--- src/rtl/voxel_flow_density_scatter_macros.svh ---
// Assertion macros used by the top-level RTL file.
`ifndef VOXEL_FLOW_DENSITY_SCATTER_MACROS_SVH
`define VOXEL_FLOW_DENSITY_SCATTER_MACROS_SVH
`ifndef SYNTH
// The condition must never hold while out of reset.
`define VFDS_ASSERT_NEVER(lbl, ck, rstn, cond) \
	lbl: assert property (@(posedge ck) disable iff (!rstn) !(cond)) \
		else $error("forbidden condition seen");
// When the first expression holds, the second must hold in the same cycle.
`define VFDS_ASSERT_IMPLIES(lbl, ck, rstn, ante, cons) \
	lbl: assert property (@(posedge ck) disable iff (!rstn) (ante) |-> (cons)) \
		else $error("implication check failed");
`else
`define VFDS_ASSERT_NEVER(lbl, ck, rstn, cond)
`define VFDS_ASSERT_IMPLIES(lbl, ck, rstn, ante, cons)
`endif
`endif

--- src/rtl/vfds_pkg.sv ---
package vfds_pkg;

	// Opcodes of an input item.
	localparam logic OP_DEPOSIT = 1'b0;
	localparam logic OP_READ    = 1'b1;

	// Configuration register indexes.
	localparam logic [1:0] REG_SIZE_X = 2'd0;
	localparam logic [1:0] REG_SIZE_Y = 2'd1;
	localparam logic [1:0] REG_SIZE_Z = 2'd2;

	// One in unsigned Q1.16.
	localparam logic [16:0] ONE16 = 17'h10000;

	// Saturation limits of the signed 40-bit accumulator, at sum width.
	localparam logic signed [42:0] ACC_MAX = 43'sh07F_FFFF_FFFF;
	localparam logic signed [42:0] ACC_MIN = -43'sh080_0000_0000;

	typedef struct packed {
		logic               opcode;
		logic [4:0]         voxel_x;
		logic [4:0]         voxel_y;
		logic [4:0]         voxel_z;
		logic signed [15:0] flow_x;
		logic signed [15:0] flow_y;
		logic signed [15:0] flow_z;
		logic [31:0]        old_density;
	} in_item_t;

	typedef struct packed {
		logic signed [39:0] voxel_density;
		logic               saturated;
	} out_item_t;

	// Flow magnitude and unit direction from the normalize unit.
	typedef struct packed {
		logic [17:0] mag_f;
		logic [16:0] a_x;
		logic [16:0] a_y;
		logic [16:0] a_z;
	} norm_res_t;

endpackage

--- src/rtl/vfds_norm.sv ---
module vfds_norm import vfds_pkg::*; (
	input  logic        clk,
	input  logic        arst_n,
	input  logic        start,
	input  logic [15:0] mag_x,
	input  logic [15:0] mag_y,
	input  logic [15:0] mag_z,
	output logic        done,
	output norm_res_t   res
);

	localparam logic [1:0] P_IDLE = 2'd0;
	localparam logic [1:0] P_SQ   = 2'd1;
	localparam logic [1:0] P_RT   = 2'd2;
	localparam logic [1:0] P_DV   = 2'd3;

	logic [1:0]  phase_q;
	logic [5:0]  cnt_q;
	logic        done_q;
	logic [15:0] mag_q [3];
	logic [33:0] s_q;
	logic [33:0] s_next;
	logic [31:0] sq;
	logic [35:0] rad_q;
	logic [21:0] rem_q;
	logic [21:0] rem_t;
	logic [21:0] trial;
	logic [17:0] root_q;
	logic [33:0] dvd_q [3];
	logic [17:0] drem_q [3];
	logic [18:0] r_next [3];
	logic        ge [3];
	logic [16:0] a_cl [3];

	// One square per cycle, summed over the three axes.
	assign sq     = 32'(mag_q[cnt_q[1:0]]) * 32'(mag_q[cnt_q[1:0]]);
	assign s_next = s_q + 34'(sq);

	// One root bit per cycle.
	assign rem_t = {rem_q[19:0], rad_q[35:34]};
	assign trial = {2'b00, root_q, 2'b01};

	// Three restoring divider lanes, one quotient bit each per cycle.
	for (genvar i = 0; i < 3; i++) begin : g_lane
		assign r_next[i] = {drem_q[i], dvd_q[i][33]};
		assign ge[i]     = r_next[i] >= {1'b0, root_q};
		assign a_cl[i]   = (dvd_q[i] > 34'(ONE16)) ? ONE16 : dvd_q[i][16:0];
	end

	// Control sequence.
	always_ff @(posedge clk or negedge arst_n) begin
		if (!arst_n) begin
			phase_q <= P_IDLE;
			cnt_q   <= '0;
			done_q  <= 1'b0;
		end else begin
			done_q <= 1'b0;
			case (phase_q)
				P_IDLE: begin
					if (start) begin
						phase_q <= P_SQ;
						cnt_q   <= '0;
					end
				end
				P_SQ: begin
					cnt_q <= (cnt_q == 6'd2) ? 6'd0 : cnt_q + 6'd1;
					if (cnt_q == 6'd2) begin
						phase_q <= P_RT;
					end
				end
				P_RT: begin
					cnt_q <= (cnt_q == 6'd17) ? 6'd0 : cnt_q + 6'd1;
					if (cnt_q == 6'd17) begin
						phase_q <= P_DV;
					end
				end
				P_DV: begin
					cnt_q <= cnt_q + 6'd1;
					if (cnt_q == 6'd33) begin
						phase_q <= P_IDLE;
						done_q  <= 1'b1;
					end
				end
				default: phase_q <= P_IDLE;
			endcase
		end
	end

	// Datapath registers.
	always_ff @(posedge clk) begin
		case (phase_q)
			P_IDLE: begin
				if (start) begin
					mag_q[0] <= mag_x;
					mag_q[1] <= mag_y;
					mag_q[2] <= mag_z;
					s_q      <= '0;
				end
			end
			P_SQ: begin
				s_q <= s_next;
				if (cnt_q == 6'd2) begin
					rad_q  <= {s_next[31:0], 4'b0000};
					rem_q  <= '0;
					root_q <= '0;
				end
			end
			P_RT: begin
				rad_q <= {rad_q[33:0], 2'b00};
				if (rem_t >= trial) begin
					rem_q  <= rem_t - trial;
					root_q <= {root_q[16:0], 1'b1};
				end else begin
					rem_q  <= rem_t;
					root_q <= {root_q[16:0], 1'b0};
				end
				if (cnt_q == 6'd17) begin
					for (int i = 0; i < 3; i++) begin
						dvd_q[i]  <= {mag_q[i], 18'b0};
						drem_q[i] <= '0;
					end
				end
			end
			P_DV: begin
				for (int i = 0; i < 3; i++) begin
					dvd_q[i]  <= {dvd_q[i][32:0], ge[i]};
					drem_q[i] <= ge[i] ? 18'(r_next[i] - {1'b0, root_q}) : r_next[i][17:0];
				end
			end
			default: ;
		endcase
	end

	assign done      = done_q;
	assign res.mag_f = root_q;
	assign res.a_x   = a_cl[0];
	assign res.a_y   = a_cl[1];
	assign res.a_z   = a_cl[2];

endmodule
--- config.mk ---
export PLATFORM = sky130hd
export DESIGN_NAME = vfds_norm
export DESIGN_NICKNAME = d
export VERILOG_FILES = /design/src/rtl/voxel_flow_density_scatter_macros.svh /design/src/rtl/vfds_pkg.sv /design/src/rtl/vfds_norm.sv
export SDC_FILE = /design/constraint.sdc
export NUM_CORES = 1
export LEC_CHECK = 0
export BUFFER_PORTS_ARGS = -buffer_cell sky130_fd_sc_hd__buf_2
export CORE_MARGIN = 1
export CORE_UTILIZATION = 55
export CTS_CLUSTER_DIAMETER = 40
export DETAILED_ROUTE_END_ITERATION = 8
export PLACE_DENSITY = 0.74
export REMOVE_ABC_BUFFERS = 1
export SYNTH_ARGS = -nofsm -noshare
export SYNTH_HDL_FRONTEND = slang
export SYNTH_SLANG_ARGS = --single-unit
--- constraint.sdc ---
create_clock -name clk -period 6.6 [get_ports clk]
set_input_delay 0.33 -clock clk [delete_from_list [all_inputs] [get_ports clk]]
set_output_delay 0.33 -clock clk [all_outputs]
set_load 0.02 [all_outputs]
# Word-level counts from Yosys, hierarchy flattened
# Memories as Yosys holds them, arrays and structs flattened.
# Index checks and enable logic that the tools add are counted.
[op_classes]
n_addsub = 6
multipliers = 1
magnitude_cmp = 7
n_eq_ne = 10
n_mux = 41
bitwise_logic = 6
reduce_logical = 6
[ops]
columns = ["cell", "n"]
rows = [
  ["$mux 34", 4],
  ["$mux 18", 7],
  ["$gt 34x17->1 const B", 3],
  ["$pmux 36 s2", 1],
  ["$pmux 34 s2", 1],
  ["$ge 19x18->1", 3],
  ["$sub 18x18->18", 3],
  ["$mux 17", 3],
  ["$mux 20", 2],
  ["$pmux 20 s2", 1],
  ["$mux 36", 1],
  ["$pmux 18 s2", 1],
  ["$add 34x32->34", 1],
  ["$mul 16x16->32", 1],
  ["$pmux 6 s4", 1],
  ["$ge 22x20->1", 1],
  ["$sub 20x20->20", 1],
  ["$mux 6", 3],
  ["$mux 1", 11],
  ["$mux 2", 4],
  ["$ne 2x2->1 const B", 4],
  ["$pmux 2 s4", 1],
  ["$add 6x1->6 const B", 1],
  ["$eq 6x2->1 const B", 1],
  ["other kinds (9)", 17],
]
[word_totals]
regBits = 117
mem_bits_rw = 204
input_bits = 51
out_inout_bits = 70
wordCells = 87
mem_count = 3
[memory_table]
columns = ["memory", "words", "word_bits", "read_ports", "rd_clocked_by_memory_dff", "write_ports", "line_no", "source"]
rows = [
  ["dvd_q", 3, 34, 3, 0, 3, "vfds_norm.sv:29", "logic [33:0] dvd_q [3];"],
  ["drem_q", 3, 18, 3, 0, 3, "vfds_norm.sv:30", "logic [17:0] drem_q [3];"],
  ["mag_q", 3, 16, 4, 0, 3, "vfds_norm.sv:20", "logic [15:0] mag_q [3];"],
]

# Longest topological paths before layout
[logic_depth]
depth_word = 5
ltp_mapped = 30
ltp_nobuf = 27

# Worst setup path before layout
# OpenSTA, ideal clock, no wires.
[synth_path]
kind = "reg-to-reg"
from = "register cnt_q[1]"
to = "register rad_q[34] (data pin)"
setup_time_ns = 0.269
arrival_time_ns = 6.976
setup_slack_ns = -0.645
path_stages_with_launch = 30
path_cell_list = "dfrtp_1 -> clkbuf_1 -> clkbuf_1 -> nand2_1 -> o21ai_1 -> clkinv_1 -> nor2_1 -> inv_1 -> fa_1 -> inv_1 -> fa_1 -> inv_1 -> fa_1 -> inv_1 -> fa_1 -> fa_1 -> inv_1 -> fa_1 -> inv_1 -> ha_1 -> clkbuf_1 -> o21ai_0 -> nand2b_1 -> a41o_1 -> a41oi_1 -> o21bai_1 -> a21o_1 -> a41oi_1 -> xor2_1 -> o21ai_0"
[synth_between]
elab_chain_len = 5
[synth_rtl]
columns = ["item", "line_no", "source"]
rows = [
  ["from (decl)", "vfds_norm.sv:18", "logic [5:0] cnt_q;"],
  ["from (signal assigned)", "vfds_norm.sv:66", "cnt_q <= (cnt_q == 6'd2) ? 6'd0 : cnt_q + 6'd1;"],
  ["from (signal assigned)", "vfds_norm.sv:72", "cnt_q <= (cnt_q == 6'd17) ? 6'd0 : cnt_q + 6'd1;"],
  ["from (signal assigned)", "vfds_norm.sv:78", "cnt_q <= cnt_q + 6'd1;"],
  ["$mem_v2 3x16", "--", ""],
  ["$mul 16x16->32", "vfds_norm.sv:36", "assign sq = 32'(mag_q[cnt_q[1:0]]) * 32'(mag_q[cnt_q[1:0]]);"],
  ["$add 34x32->34", "vfds_norm.sv:37", "assign s_next = s_q + 34'(sq);"],
  ["$mux 36", "vfds_norm.sv:102", "if (cnt_q == 6'd2) begin"],
  ["$pmux 36 s2", "vfds_norm.sv:91", "case (phase_q)"],
  ["to (signal assigned)", "vfds_norm.sv:103", "rad_q <= {s_next[31:0], 4'b0000};"],
  ["to (signal assigned)", "vfds_norm.sv:109", "rad_q <= {rad_q[33:0], 2'b00};"],
  ["to (decl)", "vfds_norm.sv:24", "logic [35:0] rad_q;"],
]
# No other way between the ends. The select of a mux whose other input is x is not followed.
# A chain may end at the register's enable or synchronous reset.

# Final worst setup path
[layout_path]
from = "register cnt_q[0]"
to = "register rad_q[23] (data pin)"
# The elaborated chain is that of the path after synthesis.

==> impl_metrics.env <==
export IMPL_worstPathMaxFanout=8
export IMPL_cts_tree="yes"
export IMPL_start_util_pct=56.1
export IMPL_post_route_period_util_pct=103
export IMPL_arrival_ns=7.10
export IMPL_synth_seq_cells=315
export IMPL_endpoint_kind="register"
export IMPL_vias=19100
export IMPL_cts_made_buffers=52
export IMPL_io_buffers=120
export IMPL_grt_pass1_vias=19900
export IMPL_final_common_cell="inv_1"
export IMPL_startpoint_type="register"
export IMPL_die_w_um=215
export IMPL_die_h_um=215
export IMPL_cts_htree_levels=2
export IMPL_rsz0062_at_grt="yes"
export IMPL_slew_limit_headroom_pct=21.5
export IMPL_synth_edf_count=306
export IMPL_grt_overflow_total=0
export IMPL_outcome="finished with violations"
export IMPL_drtIter0Drc=1646
export IMPL_cap_violations=0
export IMPL_drive_gt1_share_pct=24.4
export IMPL_clk_transition_reported_paths_ns=0.06
export IMPL_grt_max_degree=84
export IMPL_synthCells=2367
export IMPL_yosysSeqAreaShare_pct=37.8
export IMPL_postRouteAntennaNets=0
export IMPL_syn2layout_area_growth_pct=24.1
export IMPL_clockRootBuffer="clkbuf_16"
export IMPL_core_um2=44400
export IMPL_dpl_hpwl_um=46300
export IMPL_yosys_warnings=0
export IMPL_layout_common_cells="inv_1, edfxtp_1, buf_4, fa_1, nor2_1"
export IMPL_place_gp_congestion=0.925
export IMPL_synth_flop_cell="edfxtp_1"
export IMPL_grt_pass1_wl_um=105000
export IMPL_required_ns=6.92
export IMPL_slew_violations=0
export IMPL_finalHoldViolCount=0
export IMPL_layout_min_cycle_time_ns=6.79
export IMPL_hold_class="in2async"
export IMPL_cts_max_path_buffers=3
export IMPL_finalWirelength_um=67200
export IMPL_clock_sinks=315
export IMPL_setup_tns_ns=-1.93
export IMPL_wl_per_cell_um=19.9
export IMPL_finish_net_count=3177
export IMPL_hold_slack_ns=0.151
export IMPL_synthArstFlopShare_pct=2.86
export IMPL_violations="setup timing"
export IMPL_crit_type="reg2reg"
export IMPL_drcViolationCount=0
export IMPL_worstSkewPairLatency_ns=0.62
export IMPL_synth_avg_cell_area_um2=10.5
export IMPL_via_per_inst=5.66
export IMPL_rows=77
export IMPL_antenna_found_initial=1
export IMPL_finalWorstSetupSlack_ns=-0.186
export IMPL_dieArea_um2=46100
export IMPL_io_pins=121
export IMPL_finalClockSkew_ns=0.0389
export IMPL_first_pass_iters=7
export IMPL_grt_usage_pct=28.7
export IMPL_syn_cell_area_um2=24900
export IMPL_setup_violations=22
export IMPL_worstMarginPinSlew_ns=1.18
export IMPL_synthDistinctLibCells=71
export IMPL_fmax_ghz=0.147
## cell usage after synthesis (53+ instances only)
library cell	instances	area, um2
and2_1	110	688
xnor2_1	66	578
ha_1	178	2230
edfxtp_1	306	9190
nor2_1	198	743
fa_1	199	3980
mux2i_1	62	621
nand2_1	176	661
mux2_2	53	597
inv_1	412	1550
a21oi_1	72	360
o21ai_0	71	355
clkbuf_1	59	221
## cell type report
class,instances,area [um2]
clock buffer,56,1340
fill,2990,13500
inverter,416,1580
clock inverter,39,405
timing repair buffer,402,3030
sequential,315,9420
tap,592,741
antenna,1,2.50
multi-input combinational,1562,14400
## critical path, stage by stage (launching register included)
cell       delay, ns
dfrtp_2         0.42
buf_12          0.17
mux2i_1         0.21
o21a_1          0.18
inv_2           0.09
buf_6           0.14
nand2_1         0.10
inv_1           0.07
fa_1            0.52
inv_2           0.04
fa_1            0.48
fa_1            0.51
fa_1            0.52
inv_1           0.05
fa_1            0.53
inv_2           0.05
fa_1            0.49
inv_2           0.05
ha_4            0.23
a21o_1          0.17
a211o_1         0.31
o2111ai_2       0.25
nand2_1         0.14
buf_4           0.16
buf_6           0.11
a31oi_4         0.15
xor2_2          0.21
o21ai_1         0.12
## state kept, by name (all words and copies together), names as in the netlist
register,count
cnt_q,6
done,1
drem_q,54
dvd_q,102
mag_q,48
phase_q,2
rad_q,32
rem_q,20
root_q,18
s_q,32
## final timing paths
check / from / to / slack [ns] / cells past startpoint
min in group clk: start / cnt_q[0] / 0.29 / 4
min: arst_n / phase_q[1] / 0.15 / 2
max reg2reg: cnt_q[0] / rad_q[23] / -0.19 / 27
max in group asynchronous: arst_n / cnt_q[0] / 6.22 / 2
min reg2reg: rad_q[12] / rad_q[14] / 0.53 / 2
max: cnt_q[0] / rad_q[23] / -0.19 / 27
## per-stage QoR
stage | area (um2) | instances | worst slack (ns) | utilization, %
floorplan | 24500 | 2293 | -1.43 | -
global placement | 27400 | 3193 | -0.336 | 61.7
detailed placement | 27400 | 3193 | -0.476 | 61.7
CTS | 30300 | 3359 | -0.124 | 68.2
global route | 30900 | 3383 | -0.309 | 69.5
finish | 30900 | 3383 | -0.186 | 69.5
## cell families after synthesis
family,after synthesis,share of synthesized area [%]
simple gates,636,12.0
xor+xnor,98,3.45
flops,315,37.8
fa+ha+maj,377,24.9
buf+inv,490,7.66
compound gates,336,9.22
mux,115,4.89
## layer usage
layer	routed length, um	track usage (%)	up-vias	share of wire, %
li1	-	-	8725	-
met1	26100	35.3	9417	39
met2	33900	49.8	782	50
met3	4360	4.78	213	6.5
met4	2960	12.1	0	4.4
met5	0	0	-	0
## repair_timing
action,4_1_cts,5_1_grt
buffers inserted,22,23
endpoints found under the hold margin,57,0
hold buffers,49,0
pin swaps,102,64
gates resized for setup,135,97
gates cloned,1,3
endpoints found under the setup margin,32,42
Power is left out: the tool's default activity adds up to more than one toggle a clock period on the data nets, which glitch-free logic cannot reach.
